<file path="src/rtl/mlpq_pkg.sv">
// Shared types and codes for the multi-level priority FIFO.
// No dependencies; imported by the interfaces and by mlpq_ctrl, mlpq_dp and the core.
`default_nettype none

package mlpq_pkg;

  localparam int DATA_W     = 32;
  localparam int CFG_DATA_W = 5;

  typedef enum logic {
    OP_INSERT = 1'b0,
    OP_REMOVE = 1'b1
  } op_t;

  typedef enum logic [1:0] {
    ST_OK       = 2'd0,
    ST_OVERFLOW = 2'd1,
    ST_INVALID  = 2'd2,
    ST_EMPTY    = 2'd3
  } status_t;

  typedef logic [0:0] cfg_index_t;
  localparam cfg_index_t CFG_TOP_LEVEL      = 1'b0;
  localparam cfg_index_t CFG_LEVEL_CAPACITY = 1'b1;

  typedef enum logic [1:0] {
    S_IDLE,
    S_EXEC,
    S_READ,
    S_RESP
  } state_t;

  // controller to datapath
  typedef struct packed {
    logic capture;
    logic exec;
    logic rd_issue;
    logic load_out;
  } dp_cmd_t;

  // datapath to controller
  typedef struct packed {
    logic out_valid;
  } dp_stat_t;

endpackage

`default_nettype wire

</file>
<file path="src/rtl/mlpq_ifs.sv">
// Valid/ready channel interfaces for the request and result streams.
// Depends on mlpq_pkg.
`default_nettype none

interface mlpq_in_if;
  import mlpq_pkg::*;
  logic               valid;
  logic               ready;
  op_t                op;
  logic [1:0]         level;
  logic signed [31:0] data;

  modport source (output valid, op, level, data, input ready);
  modport sink   (input valid, op, level, data, output ready);
endinterface

interface mlpq_out_if;
  import mlpq_pkg::*;
  logic               valid;
  logic               ready;
  status_t            status;
  logic               head_valid;
  logic signed [31:0] head_data;
  logic [1:0]         head_level;
  logic [3:0]         nonempty_mask;

  modport source (output valid, status, head_valid, head_data, head_level, nonempty_mask,
                  input ready);
  modport sink   (input valid, status, head_valid, head_data, head_level, nonempty_mask,
                  output ready);
endinterface

`default_nettype wire

</file>
<file path="src/rtl/mlpq_ram.sv">
// Generic single-write, single-read RAM with registered read data.
// No dependencies.
`default_nettype none

module mlpq_ram #(
  parameter int WIDTH = 32,
  parameter int DEPTH = 64,
  localparam int AW = (DEPTH > 1) ? $clog2(DEPTH) : 1
) (
  input  wire logic             clk,
  input  wire logic             we,
  input  wire logic [AW-1:0]    waddr,
  input  wire logic [WIDTH-1:0] wdata,
  input  wire logic             re,
  input  wire logic [AW-1:0]    raddr,
  output logic      [WIDTH-1:0] rdata
);

  logic [WIDTH-1:0] mem [DEPTH];

  always_ff @(posedge clk) begin
    if (we) begin
      mem[waddr] <= wdata;
    end
    if (re) begin
      rdata <= mem[raddr];
    end
  end

endmodule

`default_nettype wire

</file>
<file path="src/rtl/mlpq_ctrl.sv">
// Sequencer: capture, state update, head read, result load.
// Depends on mlpq_pkg.
`default_nettype none

module mlpq_ctrl (
  input  wire logic                clk,
  input  wire logic                rst_n,
  input  wire logic                in_valid,
  output logic                     in_ready,
  input  wire logic                out_ready,
  input  wire mlpq_pkg::dp_stat_t  stat,
  output mlpq_pkg::dp_cmd_t        cmd
);
  import mlpq_pkg::*;

  state_t state_r, state_nxt;

  always_ff @(posedge clk) begin
    if (!rst_n) begin
      state_r <= S_IDLE;
    end else begin
      state_r <= state_nxt;
    end
  end

  always_comb begin
    state_nxt = state_r;
    cmd       = '0;
    in_ready  = 1'b0;
    unique case (state_r)
      S_IDLE: begin
        in_ready = 1'b1;
        if (in_valid) begin
          cmd.capture = 1'b1;
          state_nxt   = S_EXEC;
        end
      end
      S_EXEC: begin
        cmd.exec  = 1'b1;
        state_nxt = S_READ;
      end
      S_READ: begin
        cmd.rd_issue = 1'b1;
        state_nxt    = S_RESP;
      end
      S_RESP: begin
        // wait for the output register to free up
        if (!stat.out_valid || out_ready) begin
          cmd.load_out = 1'b1;
          state_nxt    = S_IDLE;
        end
      end
      default: state_nxt = S_IDLE;
    endcase
  end

endmodule

`default_nettype wire

</file>
<file path="src/rtl/mlpq_dp.sv">
// Datapath: config registers, per-level counts and pointers, entry RAM,
// head search and result register. Depends on mlpq_pkg and mlpq_ram.
`default_nettype none

module mlpq_dp #(
  parameter int LEVELS = 4,
  parameter int DEPTH  = 16
) (
  input  wire logic                                clk,
  input  wire logic                                rst_n,
  input  wire logic                                cfg_we,
  input  wire mlpq_pkg::cfg_index_t                cfg_index,
  input  wire logic [mlpq_pkg::CFG_DATA_W-1:0]     cfg_data,
  input  wire mlpq_pkg::op_t                       in_op,
  input  wire logic [1:0]                          in_level,
  input  wire logic signed [mlpq_pkg::DATA_W-1:0]  in_data,
  input  wire mlpq_pkg::dp_cmd_t                   cmd,
  output mlpq_pkg::dp_stat_t                       stat,
  input  wire logic                                out_ready,
  output logic                                     out_valid,
  output mlpq_pkg::status_t                        out_status,
  output logic                                     out_head_valid,
  output logic signed [mlpq_pkg::DATA_W-1:0]       out_head_data,
  output logic [1:0]                               out_head_level,
  output logic [3:0]                               out_nonempty_mask
);
  import mlpq_pkg::*;

  localparam int LW   = (LEVELS > 1) ? $clog2(LEVELS) : 1;
  localparam int PW   = (DEPTH > 1) ? $clog2(DEPTH) : 1;
  localparam int CW   = $clog2(DEPTH + 1);
  localparam int CAPW = (CW > 5) ? CW : 5;
  localparam int RD   = LEVELS * DEPTH;
  localparam int AW   = (RD > 1) ? $clog2(RD) : 1;

  // configuration
  logic [1:0] top_level_r;
  logic [4:0] capacity_r;

  always_ff @(posedge clk) begin
    if (!rst_n) begin
      top_level_r <= 2'd3;
      capacity_r  <= 5'd16;
    end else if (cfg_we) begin
      unique case (cfg_index)
        CFG_TOP_LEVEL:      top_level_r <= cfg_data[1:0];
        CFG_LEVEL_CAPACITY: capacity_r  <= cfg_data;
        default: ;
      endcase
    end
  end

  logic [1:0]      eff_top;
  logic [CAPW-1:0] eff_cap;

  always_comb begin
    eff_top = (int'(top_level_r) >= LEVELS) ? 2'(LEVELS - 1) : top_level_r;
    eff_cap = (CAPW'(capacity_r) > CAPW'(DEPTH)) ? CAPW'(DEPTH) : CAPW'(capacity_r);
  end

  function automatic logic [PW-1:0] advance(input logic [PW-1:0] p,
                                            input logic [CAPW-1:0] cap);
    logic [CAPW-1:0] n;
    n = CAPW'(p) + CAPW'(1);
    if (n >= cap || n >= CAPW'(DEPTH)) begin
      return '0;
    end
    return PW'(n);
  endfunction

  function automatic logic [AW-1:0] slot_addr(input logic [LW-1:0] l,
                                              input logic [PW-1:0] p);
    return AW'(int'(l) * DEPTH + int'(p));
  endfunction

  // captured request
  op_t                op_r;
  logic [1:0]         lvl_r;
  logic [DATA_W-1:0]  data_r;

  always_ff @(posedge clk) begin
    if (cmd.capture) begin
      op_r   <= in_op;
      lvl_r  <= in_level;
      data_r <= in_data;
    end
  end

  // per-level state
  logic [CW-1:0] count_r [LEVELS];
  logic [CW-1:0] count_nxt [LEVELS];
  logic [PW-1:0] rp_r [LEVELS];
  logic [PW-1:0] rp_nxt [LEVELS];
  logic [PW-1:0] wp_r [LEVELS];
  logic [PW-1:0] wp_nxt [LEVELS];

  // highest non-empty level within the active range
  logic [LEVELS-1:0] nonempty;
  logic              head_found;
  logic [LW-1:0]     head_idx;

  always_comb begin
    head_found = 1'b0;
    head_idx   = '0;
    for (int i = 0; i < LEVELS; i++) begin
      nonempty[i] = (count_r[i] != '0);
      if (i <= int'(eff_top) && nonempty[i]) begin
        head_found = 1'b1;
        head_idx   = LW'(i);
      end
    end
  end

  logic          lvl_ok;
  logic [LW-1:0] ins_idx;
  logic          ins_full;
  logic          do_write;
  status_t       status_nxt;

  always_comb begin
    lvl_ok   = (lvl_r <= eff_top) && (int'(lvl_r) < LEVELS);
    ins_idx  = LW'(lvl_r);
    ins_full = (CAPW'(count_r[ins_idx]) >= eff_cap);
    do_write = cmd.exec && (op_r == OP_INSERT) && lvl_ok && !ins_full;

    status_nxt = ST_OK;
    if (op_r == OP_INSERT) begin
      if (!lvl_ok) begin
        status_nxt = ST_INVALID;
      end else if (ins_full) begin
        status_nxt = ST_OVERFLOW;
      end
    end else if (!head_found) begin
      status_nxt = ST_EMPTY;
    end

    for (int i = 0; i < LEVELS; i++) begin
      count_nxt[i] = count_r[i];
      rp_nxt[i]    = rp_r[i];
      wp_nxt[i]    = wp_r[i];
      if (cmd.exec) begin
        if (op_r == OP_INSERT) begin
          if (do_write && ins_idx == LW'(i)) begin
            count_nxt[i] = count_r[i] + CW'(1);
            wp_nxt[i]    = advance(wp_r[i], eff_cap);
          end
        end else if (head_found && head_idx == LW'(i)) begin
          count_nxt[i] = count_r[i] - CW'(1);
          if (count_r[i] == CW'(1)) begin
            // level drained: pointers restart at slot zero
            rp_nxt[i] = '0;
            wp_nxt[i] = '0;
          end else begin
            rp_nxt[i] = advance(rp_r[i], eff_cap);
          end
        end
      end
    end
  end

  always_ff @(posedge clk) begin
    if (!rst_n) begin
      for (int i = 0; i < LEVELS; i++) begin
        count_r[i] <= '0;
        rp_r[i]    <= '0;
        wp_r[i]    <= '0;
      end
    end else begin
      for (int i = 0; i < LEVELS; i++) begin
        count_r[i] <= count_nxt[i];
        rp_r[i]    <= rp_nxt[i];
        wp_r[i]    <= wp_nxt[i];
      end
    end
  end

  status_t status_r;

  always_ff @(posedge clk) begin
    if (cmd.exec) begin
      status_r <= status_nxt;
    end
  end

  // head read runs in the cycle after the update so it sees the new pointers
  logic              hd_found_r;
  logic [LW-1:0]     hd_idx_r;
  logic [DATA_W-1:0] rdata;

  always_ff @(posedge clk) begin
    if (cmd.rd_issue) begin
      hd_found_r <= head_found;
      hd_idx_r   <= head_idx;
    end
  end

  mlpq_ram #(
    .WIDTH (DATA_W),
    .DEPTH (RD)
  ) u_ram (
    .clk   (clk),
    .we    (do_write),
    .waddr (slot_addr(ins_idx, wp_r[ins_idx])),
    .wdata (data_r),
    .re    (cmd.rd_issue),
    .raddr (slot_addr(head_idx, rp_r[head_idx])),
    .rdata (rdata)
  );

  // result register
  logic out_valid_r;

  always_ff @(posedge clk) begin
    if (!rst_n) begin
      out_valid_r <= 1'b0;
    end else if (cmd.load_out) begin
      out_valid_r <= 1'b1;
    end else if (out_ready) begin
      out_valid_r <= 1'b0;
    end
  end

  always_ff @(posedge clk) begin
    if (cmd.load_out) begin
      out_status        <= status_r;
      out_head_valid    <= hd_found_r;
      out_head_data     <= hd_found_r ? rdata : '0;
      out_head_level    <= hd_found_r ? 2'(hd_idx_r) : 2'd0;
      out_nonempty_mask <= 4'(nonempty);
    end
  end

  assign out_valid      = out_valid_r;
  assign stat.out_valid = out_valid_r;

endmodule

`default_nettype wire

</file>
<file path="src/rtl/multi_level_priority_fifo_core.sv">
// Multi-level priority FIFO: one circular FIFO per level in a shared RAM.
// Steps after the input transfer: state update, registered RAM read of the new
// head, result load. A new request is accepted only after the previous one has been
// loaded into the result register; the load waits while an earlier result is not taken.
// Reset clears config to top_level 3 / capacity 16, all counts and pointers;
// the entry RAM is not cleared and needs no init time.
`default_nettype none

module multi_level_priority_fifo_core #(
  parameter int LEVELS = 4,
  parameter int DEPTH  = 16
) (
  input  wire logic                            clk,
  input  wire logic                            rst_n,
  mlpq_in_if.sink                              in_ch,
  mlpq_out_if.source                           out_ch,
  input  wire logic                            cfg_we,
  input  wire mlpq_pkg::cfg_index_t            cfg_index,
  input  wire logic [mlpq_pkg::CFG_DATA_W-1:0] cfg_data
);
  import mlpq_pkg::*;

  dp_cmd_t  cmd;
  dp_stat_t stat;

  mlpq_ctrl u_ctrl (
    .clk       (clk),
    .rst_n     (rst_n),
    .in_valid  (in_ch.valid),
    .in_ready  (in_ch.ready),
    .out_ready (out_ch.ready),
    .stat      (stat),
    .cmd       (cmd)
  );

  mlpq_dp #(
    .LEVELS (LEVELS),
    .DEPTH  (DEPTH)
  ) u_dp (
    .clk               (clk),
    .rst_n             (rst_n),
    .cfg_we            (cfg_we),
    .cfg_index         (cfg_index),
    .cfg_data          (cfg_data),
    .in_op             (in_ch.op),
    .in_level          (in_ch.level),
    .in_data           (in_ch.data),
    .cmd               (cmd),
    .stat              (stat),
    .out_ready         (out_ch.ready),
    .out_valid         (out_ch.valid),
    .out_status        (out_ch.status),
    .out_head_valid    (out_ch.head_valid),
    .out_head_data     (out_ch.head_data),
    .out_head_level    (out_ch.head_level),
    .out_nonempty_mask (out_ch.nonempty_mask)
  );

endmodule

`default_nettype wire
</file>
<file path="src/flat_wrapper.sv">
// flat-port wrapper written by rule: the top's interface ports become plain ports
module multi_level_priority_fifo_core_flat import mlpq_pkg::*;
#(
  parameter int LEVELS = 4,
  parameter int DEPTH  = 16
)
  (clk, rst_n, cfg_we, cfg_index, cfg_data, in_ch_valid, in_ch_op, in_ch_level, in_ch_data, in_ch_ready, out_ch_valid, out_ch_status, out_ch_head_valid, out_ch_head_data, out_ch_head_level, out_ch_nonempty_mask, out_ch_ready);
  mlpq_in_if in_ch_i ();
  mlpq_out_if out_ch_i ();
  input  wire logic clk;
  input  wire logic rst_n;
  input  wire logic cfg_we;
  input  wire mlpq_pkg::cfg_index_t cfg_index;
  input  wire logic [mlpq_pkg::CFG_DATA_W-1:0] cfg_data;
  input wire logic [$bits(in_ch_i.valid)-1:0] in_ch_valid;
  input wire logic [$bits(in_ch_i.op)-1:0] in_ch_op;
  input wire logic [$bits(in_ch_i.level)-1:0] in_ch_level;
  input wire logic [$bits(in_ch_i.data)-1:0] in_ch_data;
  output wire logic [$bits(in_ch_i.ready)-1:0] in_ch_ready;
  output wire logic [$bits(out_ch_i.valid)-1:0] out_ch_valid;
  output wire logic [$bits(out_ch_i.status)-1:0] out_ch_status;
  output wire logic [$bits(out_ch_i.head_valid)-1:0] out_ch_head_valid;
  output wire logic [$bits(out_ch_i.head_data)-1:0] out_ch_head_data;
  output wire logic [$bits(out_ch_i.head_level)-1:0] out_ch_head_level;
  output wire logic [$bits(out_ch_i.nonempty_mask)-1:0] out_ch_nonempty_mask;
  input wire logic [$bits(out_ch_i.ready)-1:0] out_ch_ready;
  assign in_ch_i.valid = in_ch_valid;
  assign in_ch_i.op = in_ch_op;
  assign in_ch_i.level = in_ch_level;
  assign in_ch_i.data = in_ch_data;
  assign in_ch_ready = in_ch_i.ready;
  assign out_ch_valid = out_ch_i.valid;
  assign out_ch_status = out_ch_i.status;
  assign out_ch_head_valid = out_ch_i.head_valid;
  assign out_ch_head_data = out_ch_i.head_data;
  assign out_ch_head_level = out_ch_i.head_level;
  assign out_ch_nonempty_mask = out_ch_i.nonempty_mask;
  assign out_ch_i.ready = out_ch_ready;
  multi_level_priority_fifo_core #(.LEVELS(LEVELS), .DEPTH(DEPTH)) u_core (.clk(clk), .rst_n(rst_n), .in_ch(in_ch_i), .out_ch(out_ch_i), .cfg_we(cfg_we), .cfg_index(cfg_index), .cfg_data(cfg_data));
endmodule
</file>
<file path="config.mk">
export PLATFORM = sky130hd
export DESIGN_NAME = multi_level_priority_fifo_core_flat
export DESIGN_NICKNAME = d
export VERILOG_FILES = /design/src/rtl/mlpq_pkg.sv /design/src/rtl/mlpq_ifs.sv /design/src/rtl/mlpq_ram.sv /design/src/rtl/mlpq_ctrl.sv /design/src/rtl/mlpq_dp.sv /design/src/rtl/multi_level_priority_fifo_core.sv /design/src/flat_wrapper.sv
export SDC_FILE = /design/constraint.sdc
export NUM_CORES = 2
export LEC_CHECK = 0
export BUFFER_PORTS_ARGS = -buffer_cell sky130_fd_sc_hd__buf_2
export CAP_MARGIN = 20
export CELL_PAD_IN_SITES_DETAIL_PLACEMENT = 0
export CELL_PAD_IN_SITES_GLOBAL_PLACEMENT = 1
export CORE_MARGIN = 10
export CORE_UTILIZATION = 35
export CTS_BUF_LIST = sky130_fd_sc_hd__clkbuf_2 sky130_fd_sc_hd__clkbuf_4 sky130_fd_sc_hd__clkbuf_8
export DETAILED_ROUTE_END_ITERATION = 8
export GPL_TIMING_DRIVEN = 0
export PLACE_DENSITY_LB_ADDON = 0.1
export SLEW_MARGIN = 20
export SYNTH_ARGS = -nofsm -noshare
export SYNTH_HDL_FRONTEND = slang
export SYNTH_SLANG_ARGS = --single-unit
</file>
<file path="constraint.sdc">
create_clock -name clk -period 5.94 [get_ports clk]
set_input_delay 1.188 -clock clk [delete_from_list [all_inputs] [get_ports clk]]
set_output_delay 1.188 -clock clk [all_outputs]
set_load 0.05 [all_outputs]
</file>
---- After elaboration in Yosys (flattened, before gate mapping) ----
Memory sizes are Yosys's and may differ from the RTL's. A register that Yosys moved wholly into a read port is not among the register bits.
Cells that the tools add are included.
storage, ports and cells
  bits of input ports ..................... 46
  register bits after elaboration ......... 91
  logic and storage cells ................. 270
  RAM bits ................................ 2100
  memories kept ........................... 4
  output and inout port bits .............. 43
cells by class
  muxes and demuxes ....................... 146
  reduce and logical (&&, ||, !) cells .... 36
  magnitude comparators ................... 22
  equal/unequal tests ..................... 15
  add/subtract/negate cells ............... 18
  bitwise logic cells ..................... 14
memories
  name                   depth  width  rd ports  clocked after memory_dff  wr ports  line            RTL
  u_core.u_dp.u_ram.mem  64     32     1         1                         1         mlpq_ram.sv:19  logic [WIDTH-1:0] mem [DEPTH];
  u_core.u_dp.count_r    4      5      5         1                         4         mlpq_dp.sv:90   logic [CW-1:0] count_r [LEVELS];
  u_core.u_dp.rp_r       4      4      5         0                         4         mlpq_dp.sv:92   logic [PW-1:0] rp_r [LEVELS];
  u_core.u_dp.wp_r       4      4      5         1                         4         mlpq_dp.sv:94   logic [PW-1:0] wp_r [LEVELS];
operators with widths
  operator               count
  $mux W4                60
  $mux W5                21
  $mux W1                55
  $ge A5 B5 Y1           9
  $add A4 B1 Y5 const B  8
  $ge A5 B5 Y1 const B   8
  $add A5 B1 Y5 const B  4
  $eq A5 B1 Y1 const B   4
  $reduce_bool A5 Y1     4
  $sub A5 B1 Y5 const B  4
  $mux W2                9
  $logic_and A1 B1 Y1    14
  $add A6 B4 Y6          2
  $eq A2 B2 Y1 const B   6
  $or A1 B1 Y1           12
  $logic_or A1 B1 Y1     9
  $pmux W2 S4            1
  $eq A2 B1 Y1 const B   3
  $logic_not A2 Y1       3
  $reduce_and A2 Y1      3
  $gt A5 B5 Y1 const B   1
  $le A2 B2 Y1 const A   2
  $ne A2 B2 Y1 const B   2
  $le A1 B2 Y1 const A   1
  other kinds (4)        6

---- Longest topological paths before layout ----
An unclocked memory read counts as a cell.
  depth in word-level cells ............... 17
  gate-level depth with buffers ........... 17
  depth with buffers taken out ............ 12

---- Hierarchy ----
From an unflattened synthesis, not the netlist that was laid out.
second synthesis, totals
  cell total of the unflattened synthesis .. 4018
  area, all modules ....................... 86416.6 um2
modules (own cells, without submodules)
  module     times used  area each (um2)  cells an instance  sequential area each (um2)
  mlpq_ram   1           78833.1          3324               62459.9
  mlpq_dp    1           7413.4           675                3673.5
  mlpq_ctrl  1           170.2            19                 40.0

---- Least setup slack after synthesis ----
OpenSTA, ideal clock, no wires.
  kind .................................... flip-flop to flip-flop
  start point ............................. reg (tool-made name)
  end point ............................... mem u_core.u_dp.u_ram.mem[63][0], enable pin
  cell stages (with the launch flop) ...... 13
  period minus slack after synthesis ...... 4.601 ns
  buffers on the path ..................... 1
  arrival ................................. 4.180 ns
  setup time .............................. 0.421 ns
  required time ........................... 5.519 ns
  setup slack ............................. 1.339 ns
  path through ............................ dfxtp_1 buf_2 mux4_2 inv_1 ha_1 nand2b_1 a21o_1 a21oi_1 o21ai_0 a211oi_1 and2_1 nand3_1 nor2_1
RTL lines
  what       line
  to (decl)  mlpq_ram.sv:19

==> flow_metrics.tcl <==
set metrics [dict create \
    synth_area_per_cell_um2 18.5 \
    antenna_found_initial 29 \
    vias 50200 \
    hpwlAfterDp_mm 222 \
    end_kind "flop" \
    required_ns 6.73 \
    root_buffer "clkbuf_8" \
    path_max_fanout 10 \
    synthArstFlopShare_pct 0 \
    syn_inst 4693 \
    layout_common_cells "edfxtp_1, clkbuf_8, nand2_1" \
    grt_overflow_total 0 \
    grt_pass1_wl_mm 431 \
    hold_viol 0 \
    syn_nets 4806 \
    fin_nets 5537 \
    dp_cells 8331 \
    irDropWorstVdd_v 0.000277 \
    cts_buffers 402 \
    clkTransAtPathRegs_ns 0.06 \
    setup_viol 0 \
    die_y_um 518 \
    drt_iter0_drc 6077 \
    core_um2 246000 \
    firstDrtPassIters 5 \
    seq_area_frac_synth_pct 76.3 \
    worst_path_largest_cell_delay_ns 0.84 \
    post-route-period-util_pct 98.2 \
    synth-main-ff-cell "edfxtp_1" \
    ctsHtreeMaxLevel 5 \
    area_growth_pct 19.9 \
    p_leak_uw 0.0342 \
    cts.sinks 2225 \
    wire_per_inst_um 35.1 \
    maxSlewViolCount 0 \
    clockBufferDepth 4 \
    arrival_ns 6.62 \
    grt_pass1_vias 50100 \
    layout_min_cycle_time_ns 5.84 \
    slew-limit-headroom_pct 19.5 \
    ys_seq_elements 2225 \
    yosys_warnings 0 \
    fin_cells 9041 \
    crit_type "flop to flop" \
    critical_path.top_delay_family "buffers and inverters" \
    synth_enable_flop_cells 2161 \
    hold_path_class "input port to flop" \
    die-width_um 518 \
    cap_violations 0 \
    fin_worst_skew_ns 0.106 \
    tightest_slew_ns 1.21 \
    die_area_um2 268000 \
    grt_usage_pct 23.0 \
    start_util_pct 35.2 \
    num_rows 182 \
    ys_types 62 \
    clock_latency_ns 1.14 \
    synth.cell_area_um2 86700 \
    layout_commonest_cell "edfxtp_1" \
    grt_max_degree 26 \
    fin_total_pwr_uw 54900 \
    ant_nets 0 \
    cts_tree "done" \
    rsz0062_at_grt "false" \
    drc 0 \
    io_pins 89 \
    gp_congestion 0.822 \
    outcome "finished, final reports clean" \
    port_buffers 87 \
    routed_via_density 5.56 \
    fmax_mhz 171 \
    drive_above_1_share_pct 26.9 \
    power_density_nw_per_um2 528 \
    critical_path_buf_inv_count 4 \
    finalWirelength_mm 318 \
    path_cells "inv_1 -> ha_1 -> nor4b_2 -> inv_1 -> nand3_1 -> nand3_1 -> a31oi_2 -> nor2_2 -> clkbuf_2 -> clkdlybuf4s15_1 -> a22oi_1 -> a21oi_1 -> or4_1" \
    slowest_stage "clkdlybuf4s15_1" \
    start_kind "flop" \
]
==> path summary, 6_finish.rpt <==
check | startpoint | to | slack [ns] | depth (start not counted)
setup / recovery | u_core.u_dp.count_r[1][1]$_SDFFE_PN0P_ | u_core.u_dp.u_ram.rdata[26]$_DFFE_PP_ | 0.10 | 13
hold / removal | in_ch_data[23] | u_core.u_dp.data_r[23]$_DFFE_PP_ | 0.29 | 1
setup reg to reg | u_core.u_dp.count_r[1][1]$_SDFFE_PN0P_ | u_core.u_dp.u_ram.rdata[26]$_DFFE_PP_ | 0.10 | 13
hold reg to reg | u_core.u_dp.status_r[1]$_DFFE_PP_ | u_core.u_dp.out_status[1]$_DFFE_PP_ | 0.42 | 0
==> cell type report <==
| type | instances | area (um^2) |
|---|---|---|
| fill | 22100 | 142000 |
| clock inverter | 156 | 762 |
| timing repair buffer | 329 | 5070 |
| tap | 3312 | 4140 |
| multi-input combinational | 2153 | 19700 |
| sequential | 2225 | 66200 |
| clock buffer | 538 | 6610 |
| antenna | 15 | 37.5 |
| inverter | 38 | 143 |
| buffer | 275 | 1300 |
==> per-stage QoR <==
stage / worst slack [ns] / instance area, um^2 / util [%] / hold WS [ns] / setup TNS (ns)
2_1_floorplan: 1.34 / 86700 / - / 0.400 / 0
3_3_place_gp: -2.96 / 91300 / 37.1 / 0.405 / -4550.72
3_5_place_dp: -0.361 / 96500 / 39.2 / 0.412 / -2.41
4_1_cts: 0.00765 / 104000 / 42.2 / 0.169 / 0
5_1_grt: 0.0741 / 104000 / 42.2 / 0.235 / 0
6_report: 0.104 / 104000 / 42.2 / 0.295 / 0
==> synth_stat cells (all sizes together) (4+ instances only) <==
master	count	area, um^2
a211oi	6	45.0
nor2	134	505
inv	38	143
edfxtp	2161	64900
xnor2	18	158
nand3	26	130
nor2b	11	68.8
o21ai	35	175
xor2	16	140
ha	67	838
o31ai	6	45.0
a311oi	13	114
buf	131	701
mux4	365	8220
nand4	50	313
o22ai	7	43.8
or3	7	43.8
nor4	8	50.1
or3b	4	35.0
and3	11	68.8
or4	33	248
nand2b	17	106
nand4b	4	35.0
clkbuf	146	548
or2	8	50.1
nor4b	12	133
nand2	395	1480
a32oi	26	228
a2111oi	7	61.3
a21o	16	120
a21oi	365	1840
mux2i	80	801
and2	44	275
a31oi	12	75.1
dfxtp	64	1280
a22oi	313	2350
nor3	10	50.1
==> repair_timing <==
item	4_1_cts	5_1_grt
hold buffers	0	0
endpoints found under the hold margin	0	0
gates resized for setup	5	5
setup buffers	0	0
pin swaps	0	0
setup endpoints to repair	16	10
==> flip-flops by register name, indices dropped and copies added (netlist names), 2 cells and up, named ones only <==
register                       count
u_core.u_dp.out_head_level         2
u_core.u_dp.status_r               2
u_core.u_dp.u_ram.rdata           32
u_core.u_dp.out_status             2
u_core.u_dp.count_r               20
u_core.u_dp.ins_idx                2
u_core.u_dp.out_nonempty_mask      4
u_core.u_dp.data_r                32
u_core.u_dp.eff_top                2
u_core.u_dp.out_head_data         32
u_core.u_dp.capacity_r             5
u_core.u_ctrl.state_r              2
u_core.u_dp.u_ram.mem           2048
u_core.u_dp.hd_idx_r               2
u_core.u_dp.wp_r                  16
u_core.u_dp.rp_r                  16
==> layer usage <==
metal  vias up  part of all wire (%)  GRT usage, %
li1      20700                     -             -
met1     26900                    43          32.6
met2      2223                    47          36.3
met3       444                   7.3          4.27
met4        10                   2.8          6.82
met5         -                 0.021             0
==> cell families after synthesis <==
| family | synth area share [%] |
|---|---|
| and+or+nand+nor | 4.21 |
| buffers and inverters | 1.61 |
| DFF | 76.3 |
| AOI/OAI and AO/OA | 6.07 |
| xor gates and xnor gates | 0.344 |
| adders and majority gates | 1.00 |
| muxes | 10.4 |
==> report_power, final <==
| part | switching [uW] | internal [uW] |
|---|---|---|
| sequential | 336 | 18600 |
| clock | 6390 | 7300 |
| combinational | 15200 | 7080 |
| total | 21900 | 33000 |
==> worst register-to-register path, stage by stage (launching register included) <==
cell and delay (ns):
dfxtp_1 0.35, inv_1 0.16, ha_1 0.19, nor4b_2 0.45, inv_1 0.28, nand3_1 0.15
nand3_1 0.17, a31oi_2 0.79, nor2_2 0.34, clkbuf_2 0.57, clkdlybuf4s15_1 0.85, a22oi_1 0.43
a21oi_1 0.24, or4_1 0.59
No activity file was read; power rests on OpenSTA's default activity.
